## config.mk

```make
export PLATFORM = sky130hd
export DESIGN_NAME = accel_magnitude_motion_detector_unit
export DESIGN_NICKNAME = d
export VERILOG_FILES = /design/src/amd_pkg.sv /design/src/amd_front.sv /design/src/amd_queue.sv /design/src/amd_back.sv /design/src/accel_magnitude_motion_detector_unit.sv
export SDC_FILE = /design/constraint.sdc
export NUM_CORES = 2
export LEC_CHECK = 0
export BUFFER_PORTS_ARGS = -buffer_cell sky130_fd_sc_hd__buf_2
export CORE_MARGIN = 4
export CORE_UTILIZATION = 40
export CTS_BUF_LIST = sky130_fd_sc_hd__clkbuf_8
export DETAILED_ROUTE_END_ITERATION = 8
export HOLD_SLACK_MARGIN = 0.02
export PLACE_DENSITY = 0.64
export REMOVE_ABC_BUFFERS = 1
export SLEW_MARGIN = 20
export SYNTH_ARGS = -nofsm -noshare
export SYNTH_HDL_FRONTEND = slang
export SYNTH_SLANG_ARGS = --single-unit
```

## constraint.sdc

```tcl
create_clock -name clk -period 10.7 [get_ports clk]
set_input_delay 1.605 -clock clk [delete_from_list [all_inputs] [get_ports clk]]
set_output_delay 1.605 -clock clk [all_outputs]
set_load 0.02 [all_outputs]
```

## src/amd_pkg.sv

```systemverilog
// Shared types and constants for the accelerometer magnitude motion detector.
// Used by the front end, the queue, the back end, the top level and the checker.
package amd_pkg;

    // Reset value of the motion threshold: 1.5 m/s^2 expressed in mg, Q12.4.
    localparam logic [15:0] THRESHOLD_RESET = 16'd2447;

    // Width of the magnitude, its radicand and the number of root iterations.
    localparam int MAG_W      = 16;
    localparam int RAD_W      = 2 * MAG_W;
    localparam int ROOT_STEPS = MAG_W;
    localparam int STEP_W     = $clog2(ROOT_STEPS);

    // Decoded axis width and the widths of squares and their sum.
    localparam int AXIS_W = 12;
    localparam int SQ_W   = 23;
    localparam int SUM_W  = 24;

    // Largest magnitude that full-scale axes can produce.
    localparam logic [MAG_W-1:0] MAG_MAX = 16'd56755;

    // Depth of the queue between the front and back ends.
    localparam int QUEUE_DEPTH = 2;
    localparam int QUEUE_AW    = (QUEUE_DEPTH > 1) ? $clog2(QUEUE_DEPTH) : 1;
    localparam int QUEUE_CW    = $clog2(QUEUE_DEPTH + 1);

    // One decoded sample: three signed axis counts in mg.
    typedef struct packed {
        logic signed [AXIS_W-1:0] x;
        logic signed [AXIS_W-1:0] y;
        logic signed [AXIS_W-1:0] z;
    } amd_axes_t;

    // Write side of the queue, driven by the front end.
    typedef struct packed {
        logic      push;
        amd_axes_t axes;
    } amd_push_t;

    // Read side of the queue, seen by the back end.
    typedef struct packed {
        logic      avail;
        amd_axes_t axes;
    } amd_head_t;

endpackage

```

## src/amd_front.sv

```systemverilog
// Front end: accepts raw sample items and decodes the three axis words.
// Depends on amd_pkg for the axis and queue types.
module amd_front
    import amd_pkg::*;
(
    input  logic       in_valid,
    output logic       in_stall,
    input  logic [7:0] x_low,
    input  logic [7:0] x_high,
    input  logic [7:0] y_low,
    input  logic [7:0] y_high,
    input  logic [7:0] z_low,
    input  logic [7:0] z_high,
    input  logic       queue_full,
    output amd_push_t  push
);

    // Each axis is a left-aligned 16-bit word; dropping the low nibble
    // leaves the signed 12-bit count directly. An item is taken whenever
    // the queue has room for it.
    always_comb
    begin
        push.push   = in_valid && !queue_full;
        push.axes.x = $signed({x_high, x_low[7:4]});
        push.axes.y = $signed({y_high, y_low[7:4]});
        push.axes.z = $signed({z_high, z_low[7:4]});
    end

    assign in_stall = queue_full;

endmodule

```

## src/amd_queue.sv

```systemverilog
// Short register queue between the front and back ends.
// Depends on amd_pkg for the depth and the entry types.
module amd_queue
    import amd_pkg::*;
(
    input  logic      clk,
    input  logic      rst_n,
    input  amd_push_t push,
    input  logic      pop,
    output logic      full,
    output amd_head_t head
);

    amd_axes_t             entry_reg [QUEUE_DEPTH];
    logic [QUEUE_AW-1:0]   wr_ptr_reg;
    logic [QUEUE_AW-1:0]   wr_ptr_next;
    logic [QUEUE_AW-1:0]   rd_ptr_reg;
    logic [QUEUE_AW-1:0]   rd_ptr_next;
    logic [QUEUE_CW-1:0]   count_reg;
    logic [QUEUE_CW-1:0]   count_next;
    logic                  do_push;
    logic                  do_pop;

    assign full       = (count_reg == QUEUE_CW'(QUEUE_DEPTH));
    assign head.avail = (count_reg != '0);
    assign head.axes  = entry_reg[rd_ptr_reg];

    assign do_push = push.push && !full;
    assign do_pop  = pop && head.avail;

    // Pointer and fill count updates, wrapping at the queue depth.
    always_comb
    begin
        wr_ptr_next = wr_ptr_reg;
        rd_ptr_next = rd_ptr_reg;
        count_next  = count_reg;
        if (do_push)
        begin
            wr_ptr_next = (wr_ptr_reg == QUEUE_AW'(QUEUE_DEPTH - 1)) ? '0
                                                                     : wr_ptr_reg + 1'b1;
        end
        if (do_pop)
        begin
            rd_ptr_next = (rd_ptr_reg == QUEUE_AW'(QUEUE_DEPTH - 1)) ? '0
                                                                     : rd_ptr_reg + 1'b1;
        end
        if (do_push && !do_pop)
        begin
            count_next = count_reg + 1'b1;
        end
        else if (do_pop && !do_push)
        begin
            count_next = count_reg - 1'b1;
        end
    end

    always_ff @(posedge clk or negedge rst_n)
    begin
        if (!rst_n)
        begin
            wr_ptr_reg <= '0;
            rd_ptr_reg <= '0;
            count_reg  <= '0;
        end
        else
        begin
            wr_ptr_reg <= wr_ptr_next;
            rd_ptr_reg <= rd_ptr_next;
            count_reg  <= count_next;
        end
    end

    // Entry storage holds payload only and needs no reset.
    always_ff @(posedge clk)
    begin
        if (do_push)
        begin
            entry_reg[wr_ptr_reg] <= push.axes;
        end
    end

endmodule

```

## src/amd_back.sv

```systemverilog
// Back end: squares, sums, takes the iterative square root, compares the
// change against the threshold and holds the result item for the receiver.
// Depends on amd_pkg for widths, constants and the queue head type.
module amd_back
    import amd_pkg::*;
(
    input  logic                     clk,
    input  logic                     rst_n,
    input  logic                     cfg_wen,
    input  logic [15:0]              cfg_wdata,
    input  amd_head_t                head,
    output logic                     pop,
    output logic                     out_valid,
    input  logic                     out_stall,
    output logic signed [AXIS_W-1:0] accel_x,
    output logic signed [AXIS_W-1:0] accel_y,
    output logic signed [AXIS_W-1:0] accel_z,
    output logic [MAG_W-1:0]         magnitude_q4,
    output logic [MAG_W-1:0]         change_q4,
    output logic                     motion
);

    typedef enum logic [2:0] {
        ST_IDLE,
        ST_SQUARE,
        ST_SUM,
        ST_ROOT,
        ST_FINISH
    } state_t;

    state_t                    state_reg;
    amd_axes_t                 axes_reg;
    logic [SQ_W-1:0]           sq_x_reg;
    logic [SQ_W-1:0]           sq_y_reg;
    logic [SQ_W-1:0]           sq_z_reg;
    logic [RAD_W-1:0]          rad_reg;
    logic [MAG_W+1:0]          rem_reg;
    logic [MAG_W-1:0]          root_reg;
    logic [STEP_W-1:0]         step_reg;
    logic [MAG_W-1:0]          prev_reg;
    logic [15:0]               thr_reg;
    logic                      out_valid_reg;
    logic signed [AXIS_W-1:0]  accel_x_reg;
    logic signed [AXIS_W-1:0]  accel_y_reg;
    logic signed [AXIS_W-1:0]  accel_z_reg;
    logic [MAG_W-1:0]          mag_out_reg;
    logic [MAG_W-1:0]          change_out_reg;
    logic                      motion_reg;

    logic signed [2*AXIS_W-1:0] prod_x;
    logic signed [2*AXIS_W-1:0] prod_y;
    logic signed [2*AXIS_W-1:0] prod_z;
    logic [SUM_W-1:0]           sum;
    logic [MAG_W+3:0]           rem_trial;
    logic [MAG_W+3:0]           sub_trial;
    logic                       root_bit;
    logic [MAG_W+3:0]           rem_next;
    logic [MAG_W-1:0]           root_next;
    logic [MAG_W-1:0]           change_next;
    logic                       motion_next;
    logic                       out_free;

    // Three squares in parallel, registered before they are added.
    assign prod_x = axes_reg.x * axes_reg.x;
    assign prod_y = axes_reg.y * axes_reg.y;
    assign prod_z = axes_reg.z * axes_reg.z;
    assign sum    = SUM_W'(sq_x_reg) + SUM_W'(sq_y_reg) + SUM_W'(sq_z_reg);

    // One digit of the restoring square root: bring down two radicand bits
    // and try to subtract four times the partial root plus one.
    always_comb
    begin
        rem_trial = {rem_reg, rad_reg[RAD_W-1:RAD_W-2]};
        sub_trial = {2'b00, root_reg, 2'b01};
        root_bit  = (rem_trial >= sub_trial);
        rem_next  = root_bit ? (rem_trial - sub_trial) : rem_trial;
        root_next = {root_reg[MAG_W-2:0], root_bit};
    end

    // Absolute change from the previous magnitude and the threshold test.
    always_comb
    begin
        change_next = (root_reg >= prev_reg) ? (root_reg - prev_reg)
                                             : (prev_reg - root_reg);
        motion_next = (change_next > thr_reg);
    end

    assign out_free = !out_valid_reg || !out_stall;
    assign pop      = (state_reg == ST_IDLE) && head.avail;

    // Sequencer, working registers and the output holding register.
    always_ff @(posedge clk or negedge rst_n)
    begin
        if (!rst_n)
        begin
            state_reg      <= ST_IDLE;
            axes_reg       <= '0;
            sq_x_reg       <= '0;
            sq_y_reg       <= '0;
            sq_z_reg       <= '0;
            rad_reg        <= '0;
            rem_reg        <= '0;
            root_reg       <= '0;
            step_reg       <= '0;
            prev_reg       <= '0;
            thr_reg        <= THRESHOLD_RESET;
            out_valid_reg  <= 1'b0;
            accel_x_reg    <= '0;
            accel_y_reg    <= '0;
            accel_z_reg    <= '0;
            mag_out_reg    <= '0;
            change_out_reg <= '0;
            motion_reg     <= 1'b0;
        end
        else
        begin
            if (cfg_wen)
            begin
                thr_reg <= cfg_wdata;
            end

            // The held item leaves when the receiver takes it, unless the
            // finish state loads the next one in its place.
            if (out_valid_reg && !out_stall && (state_reg != ST_FINISH))
            begin
                out_valid_reg <= 1'b0;
            end

            unique case (state_reg)
                ST_IDLE:
                begin
                    if (head.avail)
                    begin
                        axes_reg  <= head.axes;
                        state_reg <= ST_SQUARE;
                    end
                end
                ST_SQUARE:
                begin
                    sq_x_reg  <= prod_x[SQ_W-1:0];
                    sq_y_reg  <= prod_y[SQ_W-1:0];
                    sq_z_reg  <= prod_z[SQ_W-1:0];
                    state_reg <= ST_SUM;
                end
                ST_SUM:
                begin
                    rad_reg   <= {sum, 8'h00};
                    rem_reg   <= '0;
                    root_reg  <= '0;
                    step_reg  <= '0;
                    state_reg <= ST_ROOT;
                end
                ST_ROOT:
                begin
                    rad_reg  <= {rad_reg[RAD_W-3:0], 2'b00};
                    rem_reg  <= rem_next[MAG_W+1:0];
                    root_reg <= root_next;
                    step_reg <= step_reg + 1'b1;
                    if (step_reg == STEP_W'(ROOT_STEPS - 1))
                    begin
                        state_reg <= ST_FINISH;
                    end
                end
                ST_FINISH:
                begin
                    if (out_free)
                    begin
                        out_valid_reg  <= 1'b1;
                        accel_x_reg    <= axes_reg.x;
                        accel_y_reg    <= axes_reg.y;
                        accel_z_reg    <= axes_reg.z;
                        mag_out_reg    <= root_reg;
                        change_out_reg <= change_next;
                        motion_reg     <= motion_next;
                        prev_reg       <= root_reg;
                        state_reg      <= ST_IDLE;
                    end
                end
                default:
                begin
                    state_reg <= ST_IDLE;
                end
            endcase
        end
    end

    assign out_valid    = out_valid_reg;
    assign accel_x      = accel_x_reg;
    assign accel_y      = accel_y_reg;
    assign accel_z      = accel_z_reg;
    assign magnitude_q4 = mag_out_reg;
    assign change_q4    = change_out_reg;
    assign motion       = motion_reg;

endmodule

```

## src/accel_magnitude_motion_detector_unit.sv

```systemverilog
// Accelerometer magnitude motion detector, top level.
// Depends on amd_pkg, amd_front, amd_queue and amd_back.
//
// Usage:
//   The input channel (in_valid / in_stall) carries one item per sample: the
//   six raw output bytes of a three-axis accelerometer. The output channel
//   (out_valid / out_stall) returns one item per input item, in order: the
//   decoded axes in mg, the magnitude in mg Q12.4, its absolute change from
//   the previous sample and the motion flag. The threshold is written through
//   cfg_wen / cfg_wdata while the block is idle.
//   From input acceptance to out_valid, with the back end free, an item is
//   popped from the queue, squared, summed, taken through sixteen iterations
//   of the shared square-root digit unit and loaded into the output register.
//   The back end pops no new item until the current one leaves the finish
//   state, so the square-root loop bounds the throughput.
//   A two-entry queue sits between the front and back ends, so items are
//   accepted while earlier ones are still being worked on. When the receiver
//   stalls, the finished item is held in the output register, the back end
//   waits before loading the next result, and in_stall rises once the queue
//   fills.
//   Reset clears the queue, the output valid, the stored previous magnitude
//   (so the first change equals the magnitude) and loads the threshold 2447.
module accel_magnitude_motion_detector_unit
    import amd_pkg::*;
(
    input  logic                     clk,
    input  logic                     rst_n,
    input  logic                     cfg_wen,
    input  logic [15:0]              cfg_wdata,
    input  logic                     in_valid,
    output logic                     in_stall,
    input  logic [7:0]               x_low,
    input  logic [7:0]               x_high,
    input  logic [7:0]               y_low,
    input  logic [7:0]               y_high,
    input  logic [7:0]               z_low,
    input  logic [7:0]               z_high,
    output logic                     out_valid,
    input  logic                     out_stall,
    output logic signed [AXIS_W-1:0] accel_x,
    output logic signed [AXIS_W-1:0] accel_y,
    output logic signed [AXIS_W-1:0] accel_z,
    output logic [MAG_W-1:0]         magnitude_q4,
    output logic [MAG_W-1:0]         change_q4,
    output logic                     motion
);

    amd_push_t push;
    amd_head_t head;
    logic      queue_full;
    logic      pop;

    // Accept and decode.
    amd_front u_front (
        .in_valid   (in_valid),
        .in_stall   (in_stall),
        .x_low      (x_low),
        .x_high     (x_high),
        .y_low      (y_low),
        .y_high     (y_high),
        .z_low      (z_low),
        .z_high     (z_high),
        .queue_full (queue_full),
        .push       (push)
    );

    // Decoupling queue.
    amd_queue u_queue (
        .clk   (clk),
        .rst_n (rst_n),
        .push  (push),
        .pop   (pop),
        .full  (queue_full),
        .head  (head)
    );

    // Magnitude, change and motion decision.
    amd_back u_back (
        .clk          (clk),
        .rst_n        (rst_n),
        .cfg_wen      (cfg_wen),
        .cfg_wdata    (cfg_wdata),
        .head         (head),
        .pop          (pop),
        .out_valid    (out_valid),
        .out_stall    (out_stall),
        .accel_x      (accel_x),
        .accel_y      (accel_y),
        .accel_z      (accel_z),
        .magnitude_q4 (magnitude_q4),
        .change_q4    (change_q4),
        .motion       (motion)
    );

endmodule

```

==> results list <==
* Setup skew after layout: 0.0356 ns
- The final layout contains routed wiring with a total length of ~64000 um.
- Largest family of logic cells by synthesized area: adder cells
* Most common cell in the netlist: inv_1
- Cell count after synthesis: around 3100
* Detailed Route Iter0 Violations: 855
* Die X: 284 um
* Synth cell types: 68
- The final count of pins violating max slew came to 0.
- Critical path peak fanout: 15
- The synthesized netlist devotes about a third of its cell area to adder and majority cells.
- Yosys mapped a number of flops with a built-in enable equal to 72.
* Placeable core region: approximately 0.075 sq mm
* Antenna violations before repair: 0
- In the final layout, the multi-input gates occupy 0.0191 sq mm.
* Boundary Pins: 140
- The register with the most flip-flops in the layout has 72 of them.
- Yosys warning total: 0
- Die Height: 284 um
- The flow ran to the end, and the final reports show no timing, DRC or antenna violations.
* Total GRT Usage: 16.5%
- Share of Yosys cell area claimed by the top area cell type: 24.8%
- Peak clock frequency supported by timing: between 0.15 and 0.2 GHz
- The number of gates resized after CTS was 0.
* Parity-gate share of the synthesized area counting xor and xnor cells: ~3.7%
* Slew of the pin with the lowest slew margin: 1.03 ns
* Final core utilization: 44.3%
- Buffers added to address setup during post-CTS repair amount to 0.
* Basic-gate share of the synthesized area counting and, or, nand and nor cells: 10.1%
* Number of core rows: 100
* Total clock buffers created by CTS: 60
- Placed cells: 4110
- #FFs+latches synth: 329
- CTS hold repair buffers: 0
- Headroom to the max-slew limit came out at 31.6%.
- Across the run, the number of max-cap violations was 0.
- Critical Path Sink Type: flip-flop
- For this block, the via count after detailed routing is 20778.
* Detail-routed via count per cell: 4.92
- Total setup violations reported at the end of the flow: 0
- Register area: 0.00860 sq mm
* DP Wirelength: 49200 um
* Main area contributors after synthesis: fa_1 25%, dfrtp_1 21%, ha_1 10%
* Setup TNS: 0 ns
* Vias in the first global route: about 22000
* Full die area: 0.0806 sq mm
- Of all flip-flops after synthesis, the portion carrying an async set or reset was ~78%.
- Multiplexer share of the synthesized area: under 10%
- After detailed routing, the number of remaining DRC violations is 0.
- Top_reg_cell synth: dfrtp_1
- The pre-antenna-repair detailed-routing pass consisted of 5 iterations.
- Counting along the longest clock path gives a buffer depth of 3.
- Biggest area consumer among synthesized cells: fa_1
* Startpoint type of the worst setup path: flip-flop
* Netlist Area Pre-Place: ~0.030 sq mm
- At the end of routability-driven placement, the weighted congestion stood at 0.856.
- TritonCTS clock tree: built
- The detail route stage leaves a number of antenna-violating nets equal to 0.
- Unrepaired setup endpoints after global routing: false
- Synthesis-to-finish area growth: 9.12%
* Largest net degree at the start of global routing: roughly 150
- The H-tree was split into 2 levels.
* Clock slew at reported path FFs: 0.06 ns
* CTS root buffer: clkbuf_8
- The tree built by TritonCTS fans out to 329 sinks.
* Routed WL per cell: 15.1 um
- The first global-routing pass estimated around 110000 um of wire.
* Final hold vios: 0
* Top cell types by occurrence after synthesis: 603 x inv_1, 377 x fa_1, 323 x nand2_1
- Synthesized area per cell: 9.78 sq um
- For the worst setup path, the data arrival time is 6.70 ns.
* Path type of the worst min-delay path: flip-flop to flip-flop
- Sequential cells were found to cover 28.3% of the synthesized design area.
- Initial core utilization: 40.6%
* Req. time, crit path: 11.27 ns
- At the later pin of the worst-skew pair, clock insertion delay measures 0.69 ns.
- Gr ovfl total: 0
* Layout Cells excl Fill: 4221
* Synthesized-area fraction occupied by ao, oa, aoi and oai cells: 9.94%
* Fraction of layout cells with a size suffix above 1: 9.38%
- The count of buffers added on input and output ports is 127.
- The critical path is of the flip-flop to flip-flop type.
- Antenna Diode Count: 0
- For the finished layout, the period the worst path requires is 6.13 ns.
- For this run, the post-layout net count is 3903.
* Final clock period utilization by the worst path: 57.3%
* Fill cells: 7164
==> routing by layer <==
| layer | global-route usage [%] | vias to the layer above | wire length [um] |
|---|---|---|---|
| met5 | 0 | - | 0 |
| met3 | 2.51 | 78 | 2460 |
| li1 | - | 10116 | - |
| met2 | 28.6 | 322 | 31300 |
| met4 | 3.82 | 0 | 1250 |
| met1 | 21.8 | 10262 | 28900 |
==> final cells by class <==
cell class              count  area share, %
inverters                 608           6.87
multi-input cells        2068           57.6
well taps                 969           3.65
flip-flops and latches    329           25.9
clock buffers              68           2.82
clock inverters            42          0.878
repair buffers            137           2.27
==> cell usage in the layout, fill, tap and decap left out, types with 78 or more instances in the layout <==
cell	n
inv_1	623
o21ai_0	190
fa_1	377
a21oi_1	126
xnor2_1	78
dfrtp_1	248
ha_1	253
nor2_1	148
buf_2	126
nand2_1	323
==> path summary, 6_finish.rpt <==
check | startpoint | to | slack, ns | depth (start not counted)
worst max-delay path | u_back.axes_reg[11]$_DFFE_PN0P_ | u_back.sq_z_reg[22]$_DFFE_PN0P_ | 4.57 | 21
worst min-delay path | u_back.accel_z[11]$_DFFE_PN0P_ | u_back.accel_z[11]$_DFFE_PN0P_ | 0.47 | 2
worst max register to register | u_back.axes_reg[11]$_DFFE_PN0P_ | u_back.sq_z_reg[22]$_DFFE_PN0P_ | 4.57 | 21
worst min register to register | u_back.accel_z[11]$_DFFE_PN0P_ | u_back.accel_z[11]$_DFFE_PN0P_ | 0.47 | 2
max in group asynchronous | rst_n | u_back.sq_y_reg[8]$_DFFE_PN0P_ | 8.45 | 2
min in group asynchronous | rst_n | u_back.thr_reg[9]$_DFFE_PN0P_ | 0.96 | 1
==> through the flow <==
step | cell area (sq um) | hold slack (ns) | setup WS, ns
after global routing | 33200 | 0.490 | 4.14
after floorplan | 30000 | 0.443 | 3.41
after detailed placement | 32000 | 0.465 | 4.55
after global placement | 32000 | 0.458 | 4.61
after CTS | 33200 | 0.477 | 4.51
final | 33200 | 0.469 | 4.57
==> cell families after synthesis <==
| kind of cell | count (synthesis) |
|---|---|
| buffers and inverters | 719 |
| DFF | 329 |
| adders and majority gates | 630 |
| other | 1 |
| AOI/OAI and AO/OA | 505 |
| and+or+nand+nor | 691 |
| xor gates and xnor gates | 127 |
| muxes | 112 |
==> critical path, cell delays in order, from the launching register on <==
cell      delay (ns)
dfrtp_1         0.67
clkinv_1        0.50
nor2_1          0.24
fa_1            0.42
inv_1           0.08
fa_1            0.40
inv_1           0.08
fa_1            0.42
fa_1            0.49
inv_1           0.05
fa_1            0.47
inv_1           0.04
ha_1            0.33
a21o_1          0.20
a21oi_1         0.20
nand3b_1        0.11
o21ai_1         0.27
o21ai_1         0.18
or4_1           0.43
a31oi_1         0.21
xnor2_1         0.14
o21ai_1         0.07
Power is left out: the tool's default activity adds up to more than one toggle a clock period on the data nets, which glitch-free logic cannot reach.
